`config.mk`:
```
export PLATFORM = sky130hd
export DESIGN_NAME = pqt_cfg_regs
export DESIGN_NICKNAME = d
export VERILOG_FILES = /design/src/rtl/core/pqt_pkg.sv /design/src/rtl/core/pqt_cfg_regs.sv
export SDC_FILE = /design/constraint.sdc
export NUM_CORES = 1
export LEC_CHECK = 0
export BUFFER_PORTS_ARGS = -buffer_cell sky130_fd_sc_hd__buf_2
export CORE_ASPECT_RATIO = 0.8
export CORE_MARGIN = 3
export CORE_UTILIZATION = 30
export CTS_CLUSTER_DIAMETER = 80
export DETAILED_ROUTE_END_ITERATION = 6
export PLACE_DENSITY = 0.51
export SLEW_MARGIN = 20
export SYNTH_ARGS = -nofsm -noshare
export SYNTH_HDL_FRONTEND = slang
export SYNTH_SLANG_ARGS = --single-unit
```
`constraint.sdc`:
```
create_clock -name clk -period 0.95 [get_ports clk]
set_input_delay 0.095 -clock clk [delete_from_list [all_inputs] [get_ports clk]]
set_output_delay 0.095 -clock clk [all_outputs]
set_load 0.02 [all_outputs]
```
`src/rtl/core/pqt_pkg.sv`:
```
//------------------------------------------------------------------------------
// Point-in-quad test package
// Shared constants and types for the point-in-quad ray casting block.
//------------------------------------------------------------------------------
`default_nettype none

package pqt_pkg;

	localparam int NUM_EDGES    = 4;
	localparam int CFG_IDX_BITS = 3;

	localparam logic [CFG_IDX_BITS-1:0] REG_PLANE    = 3'd0;
	localparam logic [CFG_IDX_BITS-1:0] REG_VERTEX_A = 3'd1;
	localparam logic [CFG_IDX_BITS-1:0] REG_VERTEX_B = 3'd2;
	localparam logic [CFG_IDX_BITS-1:0] REG_VERTEX_C = 3'd3;
	localparam logic [CFG_IDX_BITS-1:0] REG_VERTEX_D = 3'd4;

	localparam int PLANE_BITS = 2;

	localparam logic [PLANE_BITS-1:0] PLANE_XY = 2'd0;
	localparam logic [PLANE_BITS-1:0] PLANE_YZ = 2'd1;
	localparam logic [PLANE_BITS-1:0] PLANE_XZ = 2'd2;

	typedef struct packed {
		logic cross_en;
		logic on_end;
		logic den_pos;
	} pqt_edge_flags_t;

	typedef pqt_edge_flags_t [NUM_EDGES-1:0] pqt_quad_flags_t;

endpackage

`default_nettype wire

```
`src/rtl/core/pqt_cfg_regs.sv`:
```
//------------------------------------------------------------------------------
// Point-in-quad configuration registers
// Holds the projection plane and the four quad vertices.
//------------------------------------------------------------------------------
`default_nettype none

module pqt_cfg_regs #(
	parameter int COORD_BITS = 24
) (
	input  wire logic                                   clk,
	input  wire logic                                   arst_n,
	input  wire logic                                   we,
	input  wire logic [pqt_pkg::CFG_IDX_BITS-1:0]       index,
	input  wire logic [2*COORD_BITS-1:0]                data,
	output logic [pqt_pkg::PLANE_BITS-1:0]              plane,
	output logic [pqt_pkg::NUM_EDGES-1:0][2*COORD_BITS-1:0] vtx
);

	logic [pqt_pkg::PLANE_BITS-1:0]                  plane_q;
	logic [pqt_pkg::NUM_EDGES-1:0][2*COORD_BITS-1:0] vtx_q;

	always_ff @(posedge clk or negedge arst_n) begin
		if (!arst_n) begin
			plane_q <= '0;
			vtx_q   <= '0;
		end else if (we) begin
			unique case (index)
				pqt_pkg::REG_PLANE:    plane_q  <= data[pqt_pkg::PLANE_BITS-1:0];
				pqt_pkg::REG_VERTEX_A: vtx_q[0] <= data;
				pqt_pkg::REG_VERTEX_B: vtx_q[1] <= data;
				pqt_pkg::REG_VERTEX_C: vtx_q[2] <= data;
				pqt_pkg::REG_VERTEX_D: vtx_q[3] <= data;
				default: ;
			endcase
		end
	end

	assign plane = plane_q;
	assign vtx   = vtx_q;

endmodule

`default_nettype wire

```
Word-level counts from Yosys, hierarchy flattened
Index checks and enable logic that the tools add are counted.

storage, ports and cells
  register bits = 194
  input port bits = 54
  output and inout port bits = 194
  logic and storage cells = 15

cells by class
  equality and inequality tests = 4
  reductions and logical operators = 6

operator list
  kind                count
  $reduce_and 2->1    5
  $eq 3x2->1 const B  2
  $eq 3x1->1 const B  1
  $eq 3x3->1 const B  1
  $logic_not 3->1     1

Longest topological paths before layout
  word-level depth = 2
  gate-level depth with buffers = 4
  mapped depth without buffers = 2

Least setup slack after synthesis
OpenSTA, ideal clock, no wires.

  path type = in2reg
  start = in index[1] (netlist bit)
  end = reg vtx_q, in the netlist vtx[171]
  setup time = 0.125 ns
  arrival = 1.010 ns
  data required time = 0.825 ns
  setup slack = -0.185 ns
  stages = 4
  path buffers = 2
  path through = and4bb_4 -> buf_6 -> buf_8 -> mux2_4

on the way
  longest elaborated chain between the ends = 2

ends and longest elaborated chain
  what                        line                source
  start: declaration          pqt_cfg_regs.sv:13  input wire logic [pqt_pkg::CFG_IDX_BITS-1:0] index,
  $eq 3x3->1                  pqt_cfg_regs.sv:27  unique case (index)
  $reduce_and 2->1 (no line)  -
  end: declaration            pqt_cfg_regs.sv:20  logic [pqt_pkg::NUM_EDGES-1:0][2*COORD_BITS-1:0] vtx_q;

Every way passes these cells.
A chain may end at the register's enable or synchronous reset.

Worst setup path in the final report
  start = reg vtx_q, in the netlist vtx[122]
  end = out vtx[122] (netlist bit)

RTL lines
  what              line                source
  end: declaration  pqt_cfg_regs.sv:16  output logic [pqt_pkg::NUM_EDGES-1:0][2*COORD_BITS-1:0] vtx

No word-level cell between the ends.

==> metrics.yaml <==
drc: 0
vias_per_cell: 4.40
worst_pin_slew_ns: 0.311
worstPathRequired_ns: 0.85
synthToLayoutAreaGrowth_pct: 63.0
dieArea_um2: 27300
grt.overflow.total: 0
fin_crit_sh_pct: 114
ys_seq_area_share_pct: 63.8
slowest_delay_ns: 0.42
clock_path_buffers: 2
finalHoldViolations: 0
cts_tree: "built"
synth.ff_latch_count: 194
status: "finished, violations left"
antenna_found_initial: 0
min_period_ns: 1.09
final_nets: 876
final_common_cell: "buf_6"
ant_nets: 0
grt_util_all_layers_pct: 15.5
drive_gt1_share_pct: 70.8
drt_iter0_markers: 117
finClkSkew_ns: 0
grt_max_degree: 45
worstSetupEndpointType: "output pin"
yosysWarnings: 0
rows: 51
cts.sinks: 194
path_cells: "buf_6"
setup_ws_ns: -0.138
violations: "setup timing"
rsz0062_at_grt: "true"
slew_viol_final: 0
port_buffers: 247
critPathKind: "flip-flop to output pin"
placedInstanceArea_um2: 9460
final.setup.tns_ns: -23.24
syn_inst: 413
ios: 248
fmax_ghz: 0.919
yosysUniqueCellTypes: 10
dr.pass1.iters: 4
ir_drop_v: 0.00113
postSynthAreaPerCell_um2: 18.4
cp_slowest_cell: "dfrtp_1"
setup-violations-final: 210
routabilityCongestion: 0.746
wl_per_cell_um: 18.3
htreeDepth: 4
max_cap_viol_count: 0
cts_buffers: 17
die_y_um: 149
wl_um: 21100
cts.clk_slew.worst_paths_ns: 0.09
hold_ws_ns: 0.116
num_vias: 5074
crit_fanout: 2
leakage_nw: 5.91
syn_nets: 467
arrival_ns: 0.99
antennaDiodeCount: 0
syn_area_um2: 7610
grt_pass1_wl_um: 32700
maxSlewHeadroom_pct: 79.3
die_x_um: 184
start_kind: "flip-flop"
grt_pass1_vias: 5568
start_util_pct: 30.9
core_um2: 24600
hpwl_um: 13800
hold_class: "input pin to async pin"
final_util_pct: 50.4
cts_root_buf: "clkbuf_16"
p_per_area_nw_per_um2: 2380
most-common-layout-cells: "200 x buf_6, 194 x dfrtp_1, 113 x mux2_2"
clk_latency_ns: 0.43
crit_family: "flip-flops"
crit_buf_inv: 1
fin_area_um2: 12400
==> logic make-up (layout without fill, tap and decap cells) <==
family	after synthesis	after routing	synth area share, %
muxes	194	194	32.6
and+or+nand+nor	5	5	0.871
DFF	194	194	63.8
buffers and inverters	20	442	2.74
==> sequential cells by signal, indices dropped and copies added, names as in the netlist <==
name   flops
vtx      192
plane      2
==> layer usage <==
layer	wire [µm]	up-vias	global-route usage [%]
li1	-	2290	-
met1	8860	2612	19.3
met2	10600	156	26.2
met3	1300	16	4.67
met4	306	0	4.76
met5	0	-	0
==> where the power goes <==
part / internal, W / total, W / leakage (nW) / switching (W)
combinational: 0.00641 / 0.0109 / 3.29 / 0.00447
sequential: 0.0101 / 0.0115 / 2.33 / 0.00143
clock: 0.00355 / 0.00719 / 0.289 / 0.00364
==> path summary, 6_finish.rpt <==
| check | start | end | slack, ns | depth (start not counted) |
|---|---|---|---|---|
| min reg2reg | vtx[166] | vtx[166] | 0.53 | 1 |
| max in group asynchronous | arst_n | vtx[119] | 0.28 | 3 |
| max | vtx[122] | vtx[122] | -0.14 | 1 |
| max reg2reg | vtx[85] | vtx[85] | -0.09 | 3 |
| min | arst_n | vtx[190] | 0.12 | 2 |
| min in group clk | index[2] | plane[1] | 0.30 | 5 |
==> cell usage after synthesis <==
master | n | area, µm²
and4bb_4 | 3 | 48.8
buf_2 | 2 | 10.0
buf_4 | 7 | 52.6
buf_6 | 5 | 56.3
buf_8 | 6 | 90.1
dfrtp_1 | 194 | 4850
mux2_2 | 114 | 1280
mux2_4 | 80 | 1200
nand4b_1 | 1 | 8.76
nor4b_1 | 1 | 8.76
==> through the flow <==
step	setup WS (ns)	total power [W]	std cells
2_1_floorplan	-0.185	0.0156	413
3_3_place_gp	-0.427	0.0185	987
3_5_place_dp	-0.414	0.0186	987
4_1_cts	-0.175	0.0293	1119
5_1_grt	-0.201	0.0309	1153
6_report	-0.138	0.0296	1153
==> final cells by class <==
| class | count | area (µm²) |
|---|---|---|
| Fill cell | 2028 | 12200 |
| Sequential cell | 194 | 4850 |
| Multi-Input combinational cell | 199 | 2560 |
| Tap cell | 318 | 398 |
| Clock buffer | 17 | 425 |
| Clock inverter | 15 | 159 |
| Timing Repair Buffer | 410 | 4020 |
==> what timing repair did <==
item                       in CTS  in global routing
buffers inserted               51                 34
hold buffers                   49                  0
resized for setup             388                  7
hold endpoints to repair      388                  0
cloned                          0                  0
setup endpoints to repair     194                196
No activity file was read; power rests on OpenSTA's default activity.
