==> config.mk <==
export PLATFORM = sky130hd
export DESIGN_NAME = pqt_decide
export DESIGN_NICKNAME = d
export VERILOG_FILES = /design/src/rtl/core/pqt_pkg.sv /design/src/rtl/core/pqt_decide.sv
export SDC_FILE = /design/constraint.sdc
export NUM_CORES = 1
export LEC_CHECK = 0
export ABC_AREA = 0
export BUFFER_PORTS_ARGS = -buffer_cell sky130_fd_sc_hd__buf_2
export CELL_PAD_IN_SITES_DETAIL_PLACEMENT = 1
export CELL_PAD_IN_SITES_GLOBAL_PLACEMENT = 1
export CORE_AREA = 2 2 161 163
export DETAILED_ROUTE_END_ITERATION = 8
export DIE_AREA = 0 0 163 165
export PLACE_DENSITY_LB_ADDON = 0.1
export SETUP_SLACK_MARGIN = 0.2
export SYNTH_ARGS = -nofsm -noshare
export SYNTH_HDL_FRONTEND = slang
export SYNTH_SLANG_ARGS = --single-unit
==> constraint.sdc <==
create_clock -name clk -period 4.4 [get_ports clk]
set_clock_uncertainty 0.05 [all_clocks]
set_input_delay 0.66 -clock clk [delete_from_list [all_inputs] [get_ports clk]]
set_output_delay 0.66 -clock clk [all_outputs]
set_load 0.005 [all_outputs]
==> src/rtl/core/pqt_pkg.sv <==
//------------------------------------------------------------------------------
// Point-in-quad test package
// Shared constants and types for the point-in-quad ray casting block.
//------------------------------------------------------------------------------
`default_nettype none

package pqt_pkg;

	localparam int NUM_EDGES    = 4;
	localparam int CFG_IDX_BITS = 3;

	localparam logic [CFG_IDX_BITS-1:0] REG_PLANE    = 3'd0;
	localparam logic [CFG_IDX_BITS-1:0] REG_VERTEX_A = 3'd1;
	localparam logic [CFG_IDX_BITS-1:0] REG_VERTEX_B = 3'd2;
	localparam logic [CFG_IDX_BITS-1:0] REG_VERTEX_C = 3'd3;
	localparam logic [CFG_IDX_BITS-1:0] REG_VERTEX_D = 3'd4;

	localparam int PLANE_BITS = 2;

	localparam logic [PLANE_BITS-1:0] PLANE_XY = 2'd0;
	localparam logic [PLANE_BITS-1:0] PLANE_YZ = 2'd1;
	localparam logic [PLANE_BITS-1:0] PLANE_XZ = 2'd2;

	typedef struct packed {
		logic cross_en;
		logic on_end;
		logic den_pos;
	} pqt_edge_flags_t;

	typedef pqt_edge_flags_t [NUM_EDGES-1:0] pqt_quad_flags_t;

endpackage

`default_nettype wire

==> src/rtl/core/pqt_decide.sv <==
//------------------------------------------------------------------------------
// Point-in-quad decision stage
// Compares the products and folds the edge outcomes into one result.
//------------------------------------------------------------------------------
`default_nettype none

module pqt_decide #(
	parameter int COORD_BITS = 24,
	localparam int PW = 2 * (COORD_BITS + 1)
) (
	input  wire logic                clk,
	input  wire logic                en,
	input  wire logic signed [PW-1:0] lhs_s2 [pqt_pkg::NUM_EDGES],
	input  wire logic signed [PW-1:0] rhs_s2 [pqt_pkg::NUM_EDGES],
	input  wire pqt_pkg::pqt_quad_flags_t flags_s2,
	output logic                     inside_s3
);

	logic [pqt_pkg::NUM_EDGES-1:0] hit;
	logic [pqt_pkg::NUM_EDGES-1:0] toggle;

	always_comb begin
		for (int i = 0; i < pqt_pkg::NUM_EDGES; i++) begin
			hit[i]    = (flags_s2[i].cross_en && lhs_s2[i] == rhs_s2[i]) ||
				flags_s2[i].on_end;
			toggle[i] = flags_s2[i].cross_en && lhs_s2[i] != rhs_s2[i] &&
				(flags_s2[i].den_pos ? (lhs_s2[i] < rhs_s2[i]) : (lhs_s2[i] > rhs_s2[i]));
		end
	end

	always_ff @(posedge clk) begin
		if (en) begin
			inside_s3 <= (|hit) || (^toggle);
		end
	end

endmodule

`default_nettype wire

# After elaboration in Yosys (flattened, before gate mapping)
# Index checks and enable logic that the tools add are counted.
# word_totals
regBits	1
# op_classes
order_cmp	8
eq_ne	8
n_mux	4
n_reduce_logical	19
# op_table
operator	n
$eq 50x50->1	4
$gt 50x50->1	4
$lt 50x50->1	4
$ne 50x50->1	4
$logic_and 1x1->1	12
$logic_or 1x1->1	5
$mux 1	4
$reduce_or 4->1	1
$reduce_xor 4->1	1

# Depth between registers and ports, before layout
# depth
depth_word	5
mapped_depth	12
depth_no_buf	12

# Worst setup path after synthesis
# OpenSTA, ideal clock, no wires.
# synth_timing
kind	input port to flip-flop
startpoint	input rhs_s2[195] (netlist name)
endpoint	register inside_s3, data pin
arrival_ns	3.325
t_required_ns	4.089
setup_slack_ns	0.763
path_stages	12
path_buffers	0
cell_sequence	inv_1 ha_1 nand4_1 or4_1 or4b_4 nor3_2 or2b_2 and4b_1 or3_1 and3_4 o21ai_0 nand3b_1
# synth_between
elab_chain_cells	5
elab_cells_between_ends	12
# synth_rtl
element	line	rtl
start, declared	pqt_decide.sv:14	input wire logic signed [PW-1:0] rhs_s2 [pqt_pkg::NUM_EDGES],
$gt 50x50->1, or another cell as far along	pqt_decide.sv:27	(flags_s2[i].den_pos ? (lhs_s2[i] < rhs_s2[i]) : (lhs_s2[i] > rhs_s2[i]));
$mux 1, or another cell as far along	pqt_decide.sv:27	
$logic_and 1x1->1 or $logic_or 1x1->1 (tied branches)	pqt_decide.sv:26, pqt_decide.sv:24	
$reduce_xor 4->1 or $reduce_or 4->1 (tied branches)	pqt_decide.sv:33	inside_s3 <= (|hit) || (^toggle);
$logic_or 1x1->1 (*)	pqt_decide.sv:33	
end signal, assigned	pqt_decide.sv:33	
end, declared	pqt_decide.sv:16	output logic inside_s3
# Every way passes the cells marked *; elsewhere a longest branch is shown, timed or not.
# A chain may end at the register's enable or synchronous reset.

# Final worst setup path
# layout_timing
startpoint	input rhs_s2[193] (netlist name)
endpoint	register inside_s3, data pin
# Same word-level chain as after synthesis.

==> results.txt <==
Setup-failing EPs final - 0
Seq/Total Area, Yosys - 0.005701
Final WL - 22070 µm
Pins Over Slew Limit - 0
First-pass GRT wire length - 33550 µm
PD cells - 82.71 nW/µm²
Die Ht - 165 µm
Number of synthesized flops with an enable pin - 1
DR vias/cell - 4.391
Critical path's slowest cell - or4_1
Worst-path cell chain - buf_2 -> inv_1 -> ha_1 -> nand4_1 -> or4_1 -> or4b_4 -> nor3_2 -> or2b_2 -> and4b_1 -> or3_1 -> and3_4 -> o21ai_0 -> nand3b_1
Yosys Warn Count - 0
PortBufs - 414
Drt pass-1 iters - 4
Fill count - 3297
Vias in the first global route - 7044
DRC viols - 0
Drt wl/cell - 14.71 µm
Setup bufs post-CTS - 0
RD Place Congestion - 0.7839
Final Hold Viols - 0
Die Wd - 163 µm
Num ports - 415
FF+latch count, synth - 1
Pre-CTS setup slack - 411.5 ps
Largest area contributor in the netlist - ha_1
Number of distinct library cells after synthesis - 46
Async set-reset flop share out of synthesis - 0
Count leader, synth - inv_1
Dominant cells by area after synthesis - ha_1, inv_1, a21oi_1
Initial antenna violation count - 6
Unrepaired setup endpoints after global routing - false
Row Count - 58
Final WS setup - 447.4 ps
Slew HR - 0.5495
Largest registers - inside_s3 x1
Worst hold slack - 811.8 ps
Register area - 30.03 µm²
Minimum clock period after layout - 3953 ps
Multi-input gate area in the final layout - 4449 µm²
CP Capture Type - flop
CTS Hold Bufs - 0
Gate Count Post-Synth - 754
Largest net degree at the start of global routing - 5
Max Cap Violations - 0
CTS clk-pin slew, worst paths - 0 ps
Post-DP HPWL - 21600 µm
Overall Global Routing Usage - 0.1550
CP Max Fanout - 2
Hold Path Class - primary input to flop
Nets - 1784
Status - complete, no violations
Antenna-violating nets left - 0
Synthesized area - 5268 µm²
Worst Max-Slew Pin Slew - 658.8 ps
Core box area - 25040 µm²
Post-synth top area share - 0.4751
Fmax - 0.2530 GHz
GR Overflow Total - 0
Commonest cells post-synth - inv_1, ha_1, a21oi_1
Top reg by flops - inside_s3
Area grow syn2layout - 47.32%
Setup CP Type - primary input to flop
Final Util - 0.3099
Critical Path Start Type - primary input
Total number of vias - 6591
First DRT Iteration DRCs - 113
Synth Area per Inst - 6.986 µm²
Peak VDD IR - 0.02683 mV
Tcrit/Tclk final - 0.8983
Die Area - 26900 µm²
Critical Path AT - 3640 ps
Power Total - 641.8 µW
Delay of the slowest critical-path stage - 600 ps
Lkg Pwr - 0.004935 µW
Proportion of layout cells with a drive suffix above 1 - 0.3613
Worst EP required - 4080 ps
CTS resizes - 0
Ys flop type - edfxtp_1
Initial core utilization - 0.2104
Total Neg Setup Slack - 0 ps
Max FFs per register - 1
Syn Nets - 1368
report_power, final:
group | internal [µW] | switching (µW)
logic | 329 | 301
clock network | 0.0000912 | 0
registers | 11.5 | 0.483
total | 340 | 301
worst max-delay path, delay by kind of cell:
family / cells / cell delay (ps)
compound gates: 1 / 150
simple gates: 9 / 2410
buf+inv: 2 / 100
fa+ha+maj: 1 / 320
path summary, 6_finish.rpt:
path                    start                   to  slack, ps  cells after the start
setup / recovery  rhs_s2[193]  inside_s3$_DFFE_PP_        450                     13
hold / removal             en  inside_s3$_DFFE_PP_        810                      1
metrics by stage:
step	std cells	area, µm²
global route	1500	7757
global placement	1498	7752
CTS	1498	7752
detailed placement	1498	7752
finish	1501	7760
floorplan	754	5268
final cells by class:
| class | instances | area share |
|---|---|---|
| Antenna cell | 3 | 0.0009674 |
| Inverter | 210 | 0.1016 |
| Multi-Input combinational cell | 543 | 0.5734 |
| Sequential cell | 1 | 0.003870 |
| Tap cell | 330 | 0.05321 |
| Timing Repair Buffer | 414 | 0.2670 |
cell usage in the layout (no fill, tap or decap), types with 3 or more instances in the layout:
master / netlist / final
a21oi_1: 87 / 87
nor4_1: 8 / 8
a221oi_1: 4 / 4
diode_2: 0 / 3
o21a_1: 3 / 3
ha_1: 200 / 200
xnor2_1: 3 / 3
a211oi_1: 10 / 10
and4_1: 5 / 5
o21ai_0: 38 / 38
nor2b_1: 6 / 6
and3_1: 3 / 3
nand4_1: 38 / 38
buf_2: 0 / 414
nand2_1: 49 / 49
nor3_1: 5 / 5
a21o_1: 14 / 14
o31ai_1: 3 / 3
nand3_1: 18 / 18
inv_1: 210 / 210
nor2_1: 16 / 16
layer usage:
layer,wire length [µm],GRT usage,vias up
met5,63,0,-
met3,1934,0.03591,16
met4,130,0.008045,8
met2,11690,0.3197,240
met1,8258,0.1649,2865
li1,-,-,3462
cells by family after synthesis:
| logic type | synth area share |
|---|---|
| buffers and inverters | 0.1496 |
| adders and majority gates | 0.4751 |
| AOI/OAI and AO/OA | 0.1907 |
| and+or+nand+nor | 0.1686 |
| xor gates and xnor gates | 0.008315 |
| muxes | 0.001900 |
| DFF | 0.005701 |
(Power assumes the default switching activity.)
