$ cat config.mk
export PLATFORM = sky130hd
export DESIGN_NAME = pqt_edge_prep
export DESIGN_NICKNAME = d
export VERILOG_FILES = /design/src/rtl/core/pqt_pkg.sv /design/src/rtl/core/pqt_edge_prep.sv
export SDC_FILE = /design/constraint.sdc
export NUM_CORES = 1
export LEC_CHECK = 0
export ABC_AREA = 0
export BUFFER_PORTS_ARGS = -buffer_cell sky130_fd_sc_hd__buf_2
export CORE_AREA = 2 2 262 264
export DETAILED_ROUTE_END_ITERATION = 10
export DIE_AREA = 0 0 264 266
export PLACE_DENSITY_LB_ADDON = 0.08
export SETUP_SLACK_MARGIN = 0.2
export SYNTH_ARGS = -nofsm -noshare
export SYNTH_HDL_FRONTEND = slang
export SYNTH_SLANG_ARGS = --single-unit
$ cat constraint.sdc
create_clock -name clk -period 18.1 [get_ports clk]
set_input_delay 5.43 -clock clk [delete_from_list [all_inputs] [get_ports clk]]
set_output_delay 5.43 -clock clk [all_outputs]
set_load 0.03 [all_outputs]
$ cat src/rtl/core/pqt_pkg.sv
//------------------------------------------------------------------------------
// Point-in-quad test package
// Shared constants and types for the point-in-quad ray casting block.
//------------------------------------------------------------------------------
`default_nettype none

package pqt_pkg;

	localparam int NUM_EDGES    = 4;
	localparam int CFG_IDX_BITS = 3;

	localparam logic [CFG_IDX_BITS-1:0] REG_PLANE    = 3'd0;
	localparam logic [CFG_IDX_BITS-1:0] REG_VERTEX_A = 3'd1;
	localparam logic [CFG_IDX_BITS-1:0] REG_VERTEX_B = 3'd2;
	localparam logic [CFG_IDX_BITS-1:0] REG_VERTEX_C = 3'd3;
	localparam logic [CFG_IDX_BITS-1:0] REG_VERTEX_D = 3'd4;

	localparam int PLANE_BITS = 2;

	localparam logic [PLANE_BITS-1:0] PLANE_XY = 2'd0;
	localparam logic [PLANE_BITS-1:0] PLANE_YZ = 2'd1;
	localparam logic [PLANE_BITS-1:0] PLANE_XZ = 2'd2;

	typedef struct packed {
		logic cross_en;
		logic on_end;
		logic den_pos;
	} pqt_edge_flags_t;

	typedef pqt_edge_flags_t [NUM_EDGES-1:0] pqt_quad_flags_t;

endpackage

`default_nettype wire

$ cat src/rtl/core/pqt_edge_prep.sv
//------------------------------------------------------------------------------
// Point-in-quad edge preparation stage
// Projects the point, forms the edge differences and the edge flags.
//------------------------------------------------------------------------------
`default_nettype none

module pqt_edge_prep #(
	parameter int COORD_BITS = 24,
	localparam int DW = COORD_BITS + 1
) (
	input  wire logic                                       clk,
	input  wire logic                                       en,
	input  wire logic [pqt_pkg::PLANE_BITS-1:0]             plane,
	input  wire logic [pqt_pkg::NUM_EDGES-1:0][2*COORD_BITS-1:0] vtx,
	input  wire logic signed [COORD_BITS-1:0]               px,
	input  wire logic signed [COORD_BITS-1:0]               py,
	input  wire logic signed [COORD_BITS-1:0]               pz,
	output logic signed [DW-1:0]                            dv_s1 [pqt_pkg::NUM_EDGES],
	output logic signed [DW-1:0]                            dx_s1 [pqt_pkg::NUM_EDGES],
	output logic signed [DW-1:0]                            du_s1 [pqt_pkg::NUM_EDGES],
	output logic signed [DW-1:0]                            dy_s1 [pqt_pkg::NUM_EDGES],
	output pqt_pkg::pqt_quad_flags_t                        flags_s1
);

	logic signed [COORD_BITS-1:0] u;
	logic signed [COORD_BITS-1:0] v;
	logic signed [COORD_BITS-1:0] vu [pqt_pkg::NUM_EDGES];
	logic signed [COORD_BITS-1:0] vv [pqt_pkg::NUM_EDGES];

	assign u = (plane == pqt_pkg::PLANE_YZ) ? py : px;
	assign v = (plane == pqt_pkg::PLANE_XY) ? py : pz;

	for (genvar i = 0; i < pqt_pkg::NUM_EDGES; i++) begin : g_edge
		localparam int J = (i + pqt_pkg::NUM_EDGES - 1) % pqt_pkg::NUM_EDGES;

		logic straddle;
		logic near;
		logic in_span;
		logic cross_en;

		assign vu[i] = signed'(vtx[i][2*COORD_BITS-1:COORD_BITS]);
		assign vv[i] = signed'(vtx[i][COORD_BITS-1:0]);

		assign straddle = (vv[i] < v && vv[J] >= v) || (vv[J] < v && vv[i] >= v);
		assign near     = (vu[i] <= u) || (vu[J] <= u);
		assign in_span  = (vu[i] <= u && vu[J] >= u) || (vu[J] <= u && vu[i] >= u);
		assign cross_en = straddle && near;

		always_ff @(posedge clk) begin
			if (en) begin
				dv_s1[i] <= DW'(v) - DW'(vv[i]);
				dx_s1[i] <= DW'(vu[J]) - DW'(vu[i]);
				du_s1[i] <= DW'(u) - DW'(vu[i]);
				dy_s1[i] <= DW'(vv[J]) - DW'(vv[i]);
				flags_s1[i].cross_en <= cross_en;
				flags_s1[i].on_end   <= !cross_en && in_span && (vv[i] == v || vv[J] == v);
				flags_s1[i].den_pos  <= vv[J] > vv[i];
			end
		end
	end

endmodule

`default_nettype wire

# Word level (Yosys, flattened, before mapping)

Cells that the tools add are included.

Flip-flop bits (word level): 412
Output and inout port bits: 412
Logic and storage cells: 120

Add/subtract/negate cells: 16
$lt $le $gt $ge: 20
Eq/ne operators: 5
Multiplexer cells: 2
Reduce and logical (&&, ||, !) cells: 49

Operators with widths:

| cell                                                | count |
|---|---|
| subtractor 24 x 24 -> 25 bit                        | 16 |
| greater-or-equal comparator 24 bit                  | 8 |
| equality test 24 bit                                | 4 |
| greater-than comparator 24 bit                      | 4 |
| <= comparator 24 bit                                | 4 |
| < comparator 24 bit                                 | 4 |
| two-way mux 24 bit                                  | 2 |
| logical AND 1 bit                                   | 28 |
| logical OR 1 bit                                    | 16 |
| logical NOT 1 bit                                   | 4 |
| equality test 2 x 1 -> 1 bit, second input constant | 1 |
| logical NOT 2 bit                                   | 1 |

# Longest topological paths before layout

Gate-level depths: netlist of the first run.

Depth after elaboration: 9
Gate-level depth with buffers: 18

# Worst setup path before layout of the first run

No wires, ideal clock.

Path kind: in2reg
From: input plane[1] (netlist name)
To: register du_s1[22] (netlist name), data pin
Setup time: 0.259 ns
Arrival: 9.210 ns
Data required time: 17.841 ns
Path slack: 8.631 ns
Stages on the path: 18
Buffers on the path: 2
Cells stage by stage: nand2b_1 clkbuf_1 clkbuf_1 mux2i_1 ha_1 inv_1 fa_1 a21o_1 a21o_1 a21oi_1 o21ai_1 a2111oi_0 nor3b_1 a31o_2 o41ai_2 o2111ai_1 a21oi_1 xnor2_1

Word-level cells in the longest chain between the ends: 3

Ends and longest elaborated chain:

| what                           | line                | RTL |
|---|---|---|
| start: declaration             | pqt_edge_prep.sv:13 | `input wire logic [pqt_pkg::PLANE_BITS-1:0] plane,` |
| equality test 2 x 1 -> 1 bit   | pqt_edge_prep.sv:30 | `assign u = (plane == pqt_pkg::PLANE_YZ) ? py : px;` |
| two-way mux 24 bit             | pqt_edge_prep.sv:30 |  |
| subtractor 24 x 24 -> 25 bit   | pqt_edge_prep.sv:53 | `du_s1[i] <= DW'(u) - DW'(vu[i]);` |
| end signal: indexed assignment | pqt_edge_prep.sv:53 |  |
| end: declaration               | pqt_edge_prep.sv:20 | `output logic signed [DW-1:0] du_s1 [pqt_pkg::NUM_EDGES],` |

Every way passes these cells.
A chain may end at the register's enable or synchronous reset.

# Final worst setup path of the first run

Same ends and word-level chain as after synthesis.

==> results of run 1 <==
## synth_stat cells (all sizes together), types with 10 or more instances
| cell type | number |
|---|---|
| nor3 | 59 |
| a211oi | 29 |
| nand4 | 45 |
| o31ai | 13 |
| o21bai | 32 |
| nor2 | 224 |
| inv | 319 |
| a21oi | 270 |
| fa | 16 |
| o21ai | 172 |
| a31oi | 21 |
| ha | 388 |
| xnor2 | 234 |
| a21o | 151 |
| nand3 | 70 |
| edfxtp | 412 |
| nor4 | 10 |
| and3 | 29 |
| or3 | 15 |
| xor2 | 73 |
| nand2b | 49 |
| o21a | 46 |
| nand2 | 128 |
| a21boi | 26 |
| nor2b | 57 |
| mux2 | 47 |
| clkbuf | 14 |
| or2 | 11 |
| and2 | 23 |
## final cells by class
| class | instances | area, um^2 | share of cell area [%] |
|---|---|---|---|
| inverters | 319 | 1200 | 3.17 |
| well taps | 882 | 1100 | 2.92 |
| multi-input cells | 2387 | 17900 | 47.2 |
| flip-flops and latches | 412 | 12400 | 32.7 |
| repair buffers | 690 | 3490 | 9.23 |
| clock buffers | 52 | 1280 | 3.39 |
| diodes | 16 | 40.0 | 0.106 |
| clock inverters | 40 | 464 | 1.23 |
## metal layers
layer	global-route usage, %	wire length, um
met1	46.7	53000
met2	49.7	52500
met3	10.2	13500
met4	10.3	3590
met5	1.87	84
## final timing paths
path / end
min: dx_s1[50]$_DFFE_PP_
max: du_s1[22]$_DFFE_PP_
## flip-flops by register name, summed over array words and instances, names as in the netlist
name / cells
dx_s1: 100
flags_s1: 12
dy_s1: 100
du_s1: 100
dv_s1: 100
## worst min-delay path: cells and delay by family
kind	cells	cell delay, ps
fa+ha+maj	1	130
buf+inv	2	160
## cell usage in the layout (no fill, tap or decap), types with 11 or more instances in the layout
master,count
buf_2,678
edfxtp_1,412
ha_1,388
inv_1,319
a21oi_1,267
xnor2_1,234
nor2_1,223
o21ai_0,161
a21o_1,148
nand2_1,128
xor2_1,73
nand3_1,70
nor3_1,59
nor2b_1,57
clkbuf_16,51
nand2b_1,49
mux2_2,47
o21a_1,46
nand4_1,45
o21bai_1,32
and3_1,28
a211oi_1,28
a21boi_0,25
and2_1,23
a31oi_1,21
diode_2,16
fa_1,16
or3_1,15
o31ai_1,13
or2_2,11
buf_4,11
## metrics by stage
stage | utilization [%] | hold slack (ps) | cells | cell area, um^2
after floorplan | - | 5540 | 3134 | 31500
after global placement | 53.2 | 5890 | 4690 | 36000
after detailed placement | 53.2 | 5890 | 4690 | 36000
after CTS | 55.8 | 5250 | 4782 | 37800
after global routing | 55.8 | 5270 | 4790 | 37800
final | 55.8 | 5280 | 4798 | 37800
## power groups by stage
| stage | clock network [mW] | registers (mW) | logic, mW |
|---|---|---|---|
| final | 1.10 | 1.36 | 1.46 |
| after global routing | 1.14 | 1.37 | 1.56 |
| after CTS | 1.11 | 1.36 | 1.45 |
| after detailed placement | 0 | 1.38 | 1.44 |
| after global placement | 0 | 1.38 | 1.44 |
| after floorplan | 0 | 1.67 | 0.648 |
## cells by family after synthesis
kind of cell | count (synthesis) | share of synthesized area [%]
DFF | 412 | 39.3
AOI/OAI and AO/OA | 874 | 18.1
adders and majority gates | 404 | 16.4
buffers and inverters | 335 | 4.00
xor gates and xnor gates | 307 | 8.54
muxes | 52 | 1.84
and+or+nand+nor | 750 | 11.8
==> flow_summary_export.csv, run 1 <==
group,metric,value,unit
grt,grt_overflow_total,0,
sta,finalWorstSetupSlack,8500,ps
routing,wire_per_inst,25.5,um
routing,drtAntennaViolNets,0,
floorplan,die_area,70200,um^2
logic_synthesis,synth_top_area_share,39.3,%
logic_synthesis,synth_top_area_cell,"edfxtp_1",
placed_design,place_congestion,0.946,
clocking,cts_htree_levels,2,
power_and_ir_drop,p_clk_share,27.9,%
routing,first_pass_iters,6,
critical_path,crit_path_start,"plane[1]",
clocking,cts.clk_slew.worst_paths,60,ps
critical_path,critPathSlowestCell,"a2111oi_0",
logic_synthesis,syn_nets,3806,
power_and_ir_drop,p_sw,1.53,mW
power_and_ir_drop,ir_drop,94.2,uV
cells_and_area,drive_above_1_share,22.4,%
sta,rsz0062_at_grt,"false",
critical_path,end_kind,"register",
logic_synthesis,syn_avg_cell_area,10.0,um^2
placed_design,place_worst_setup_slack,8050,ps
sta,fmax,0.104,GHz
grt,grt_pass1_vias,25000,
critical_path,required,18460,ps
critical_path,critical-path-top-delay-family,"compound AO/OA/AOI/OAI gates",
sta,setup_viol,0,
run_status,status,"completed",
hold_path,min_path_type,"in -> reg",
logic_synthesis,synth-async-reset-ratio,0,%
floorplan,rows,96,
logic_synthesis,ys_warn_count,0,
floorplan,coreArea,67700,um^2
grt,antenna_found_initial,31,
logic_synthesis,postSynthCellCount,3134,
floorplan,num_io_pins,680,
logic_synthesis,seq_area_frac_synth,39.3,%
grt,grt_start_max_net_pins,122,
routing,viasPerCell,5.75,
sta,final_hold_viol_count,0,
clocking,cts_root_buf,"clkbuf_16",
floorplan,initial_core_util,46.5,%
floorplan,die_y,266,um
clocking,clockBufferDepth,3,
hold_path,hold_path_depth,3,
logic_synthesis,syn_area,31500,um^2
critical_path,path_depth,18,
placed_design,io_buffers,679,
clocking,clock-sinks,412,
floorplan,fp.dieW,264,um
placed_design,dp_hpwl,103000,um
power_and_ir_drop,intPower,2.39,mW
power_and_ir_drop,p_leak,17.4,nW
hold_path,min-delay-start,"vtx[72]",
routing,drt-initial-drc-count,3196,
routing,wl,123000,um
critical_path,startpoint_type,"input port",
clocking,cts_hold_buf,0,
power_and_ir_drop,p_per_area,104,nW/um^2
critical_path,path_cells,"buf_2 > nand2b_1 > buf_4 > mux2i_1 > ha_1 > inv_1 > fa_1 > a21o_1 > a21o_1 > a21oi_1 > o21ai_1 > a2111oi_0 > nor3b_1 > a31o_2 > o41ai_2 > o2111ai_1 > a21oi_1 > xnor2_1",
sta,worstMarginPinSlew,1030,ps
routing,num_vias,27600,
critical_path,cp.arrival,9960,ps
clocking,cts_tree,"yes",
sta,tns,0,ps
power_and_ir_drop,combPwrFrac,37.3,%
sta,drv_slew,0,
critical_path,worstPathMaxFanout,24,
clocking,post_cts_resized,0,
routing,drc,0,
logic_synthesis,ys_ff_latch,412,
power_and_ir_drop,p_seq_share,34.7,%
logic_synthesis,ys_types,82,
logic_synthesis,synth_edf_count,412,
clocking,numCtsBuffers,50,
critical_path,slowest_delay,520,ps
cells_and_area,area_growth_syn_to_layout,20.1,%
cells_and_area,fin_nets,4532,
power_and_ir_drop,fin_total_pwr,3.92,mW
sta,period_share,53.0,%
logic_synthesis,synth_area_leaders,"edfxtp_1 39%, ha_1 15%, xnor2_1 6.5%, a21oi_1 4.2%, inv_1 3.8%",
cells_and_area,nFillCells,6204,
critical_path,path_class,"in -> reg",
power_and_ir_drop,p_sw_share,39.0,%
grt,grt.total_usage,33.6,%
job,maxCapViolations,0,
critical_path,cp_num_buf_inv,3,
sta,post-route-min-period,9600,ps
grt,grt_pass1_wl,169000,um
sta,timing.slew.headroom,31.3,%
logic_synthesis,dominantRegCellSynth,"edfxtp_1",
clocking,postCtsSetupRepairBufs,0,
No activity file was read; power rests on OpenSTA's default activity.
==> inputs of run 2 (changes only) <==
==> constraint.sdc (replaced) <==
create_clock -name clk -period 8.3 [get_ports clk]
set_input_delay 2.49 -clock clk [delete_from_list [all_inputs] [get_ports clk]]
set_output_delay 2.49 -clock clk [all_outputs]
set_load 0.03 [all_outputs]
==> run 2 against run 1 <==
Effect of this change: first-iteration DRC count grew 1.4%; combinational power grew 120%; highest routed layer unchanged; largest cell class unchanged; power grew 110%; utilization shrank 0.18 points; setup slack lost 6900 ps; critical path type unchanged; wire length grew 0.41%.
==> flow_summary_export.csv, run 2 (synthesis gave the netlist of run 1 again) <==
group,metric,value,unit
clocking,cts_root_buf,"clkbuf_16",
routing,viasPerCell,5.74,
floorplan,fp.dieW,264,um
power_and_ir_drop,p_leak,17.3,nW
routing,num_vias,27500,
floorplan,initial_core_util,46.5,%
grt,grt_overflow_total,0,
placed_design,dp_hpwl,104000,um
sta,tns,0,ps
routing,drc,0,
cells_and_area,multi_input_area,17900,um^2
routing,drt-initial-drc-count,3242,
job,maxCapViolations,0,
critical_path,required,8640,ps
clocking,clockBufferDepth,3,
clocking,clock-sinks,412,
grt,grt_pass1_vias,24900,
cells_and_area,final_common_cell,"buf_2",
routing,wl,123000,um
sta,post-route-min-period,6700,ps
cells_and_area,area_growth_syn_to_layout,19.7,%
placed_design,placed_area,36100,um^2
clocking,cts.clk_slew.worst_paths,60,ps
sta,worstMarginPinSlew,956,ps
power_and_ir_drop,ir_drop,195,uV
critical_path,slowest_delay,530,ps
sta,timing.slew.headroom,36.3,%
power_and_ir_drop,p_per_area,223,nW/um^2
hold_path,min_path_type,"in -> reg",
grt,grt_pass1_wl,171000,um
sta,period_share,80.7,%
clocking,cts_htree_levels,2,
critical_path,path_cells,"buf_2 > nand2b_1 > mux2i_1 > ha_1 > inv_1 > fa_1 > a21o_1 > a21o_1 > a21oi_1 > o21ai_1 > a2111oi_0 > nor3b_1 > a31o_2 > o41ai_2 > o2111ai_1 > a21oi_1 > xnor2_1",
cells_and_area,stdcell_area,37700,um^2
placed_design,placed_cells_incl_taps,4691,
critical_path,end_kind,"register",
cells_and_area,nFillCells,6299,
clocking,postCtsSetupRepairBufs,0,
critical_path,critical-path-top-delay-family,"compound AO/OA/AOI/OAI gates",
floorplan,rows,96,
critical_path,cp_num_buf_inv,2,
critical_path,critPathSlowestCell,"nand2b_1",
run_status,status,"completed",
critical_path,worstPathMaxFanout,5,
clocking,post_cts_resized,0,
sta,drv_slew,0,
critical_path,path_class,"in -> reg",
critical_path,cp.arrival,7040,ps
floorplan,num_io_pins,680,
grt,grt_start_max_net_pins,144,
clocking,cts_tree,"yes",
cells_and_area,final_cell_mix,"678 x buf_2, 412 x edfxtp_1, 388 x ha_1",
critical_path,path_depth,17,
placed_design,place_congestion,0.992,
hold_path,hold_path_depth,3,
floorplan,die_area,70200,um^2
cells_and_area,fin_nets,4533,
grt,antenna_found_initial,27,
sta,fmax,0.149,GHz
cells_and_area,drive_above_1_share,22.2,%
cells_and_area,instances_no_fill,4789,
placed_design,io_buffers,679,
clocking,numCtsBuffers,50,
sta,final_hold_viol_count,0,
routing,drtAntennaViolNets,0,
sta,setup_viol,0,
clocking,cts_hold_buf,0,
floorplan,coreArea,67700,um^2
routing,wire_per_inst,25.7,um
routing,first_pass_iters,6,
cells_and_area,regArea,12400,um^2
sta,rsz0062_at_grt,"false",
floorplan,die_y,266,um
critical_path,startpoint_type,"input port",
grt,grt.total_usage,33.8,%
## run 2: cell types whose count changed in the layout (fill, tap and decap cells not counted)
cell,previous run,this run
bufinv_16,8,4
diode_2,16,10
inv_6,7,2
a2111oi_0,9,8
clkinvlp_4,9,8
clkinv_2,8,10
clkbuf_1,1,3
inv_8,0,1
clkinv_4,5,4
buf_4,11,10
a2111oi_1,0,1
clkinv_1,3,5
buf_12,0,2
## run 2: worst min-delay path: cells and delay by family
| kind | cells | cell delay, ps |
|---|---|---|
| buffers and inverters | 2 | 160 |
| adder cells (fa/ha/maj) | 1 | 130 |
## run 2: report_power, final
part,switching [mW],internal (mW)
Combinational,2.15,1.05
Sequential,0.184,2.79
Clock,0.962,1.25
Total,3.30,5.09
## run 2: through the flow
stage / hold slack [ps] / setup slack, ps / utilization (%) / total power [mW]
floorplan: 2600 / 1770 / - / 5.05
global placement: 2950 / 1220 / 53.2 / 6.16
detailed placement: 2950 / 1210 / 53.2 / 6.15
CTS: 2290 / 1800 / 55.6 / 8.37
global route: 2340 / 1360 / 55.6 / 8.71
finish: 2320 / 1600 / 55.6 / 8.39
## run 2: layout make-up
class / instances / share of cell area, %
Inverter: 319 / 3.18
Clock inverter: 34 / 0.830
Tap cell: 882 / 2.93
Timing Repair Buffer: 691 / 9.35
Multi-Input combinational cell: 2387 / 47.4
Antenna cell: 10 / 0.0664
Clock buffer: 54 / 3.42
Sequential cell: 412 / 32.8
## run 2: path summary, 6_finish.rpt
kind	start	endpoint	slack, ps
worst max-delay path	plane[1]	du_s1[22]$_DFFE_PP_	1600
worst min-delay path	vtx[120]	dx_s1[25]$_DFFE_PP_	2320
## run 2: metal layers
metal  track usage, %  wire length (um)  share of wire [%]
met1             48.3             54400                 44
met2             50.9             53000                 43
met3             8.77             12600                 10
met4             8.28              3050                2.5
met5                0                65              0.053
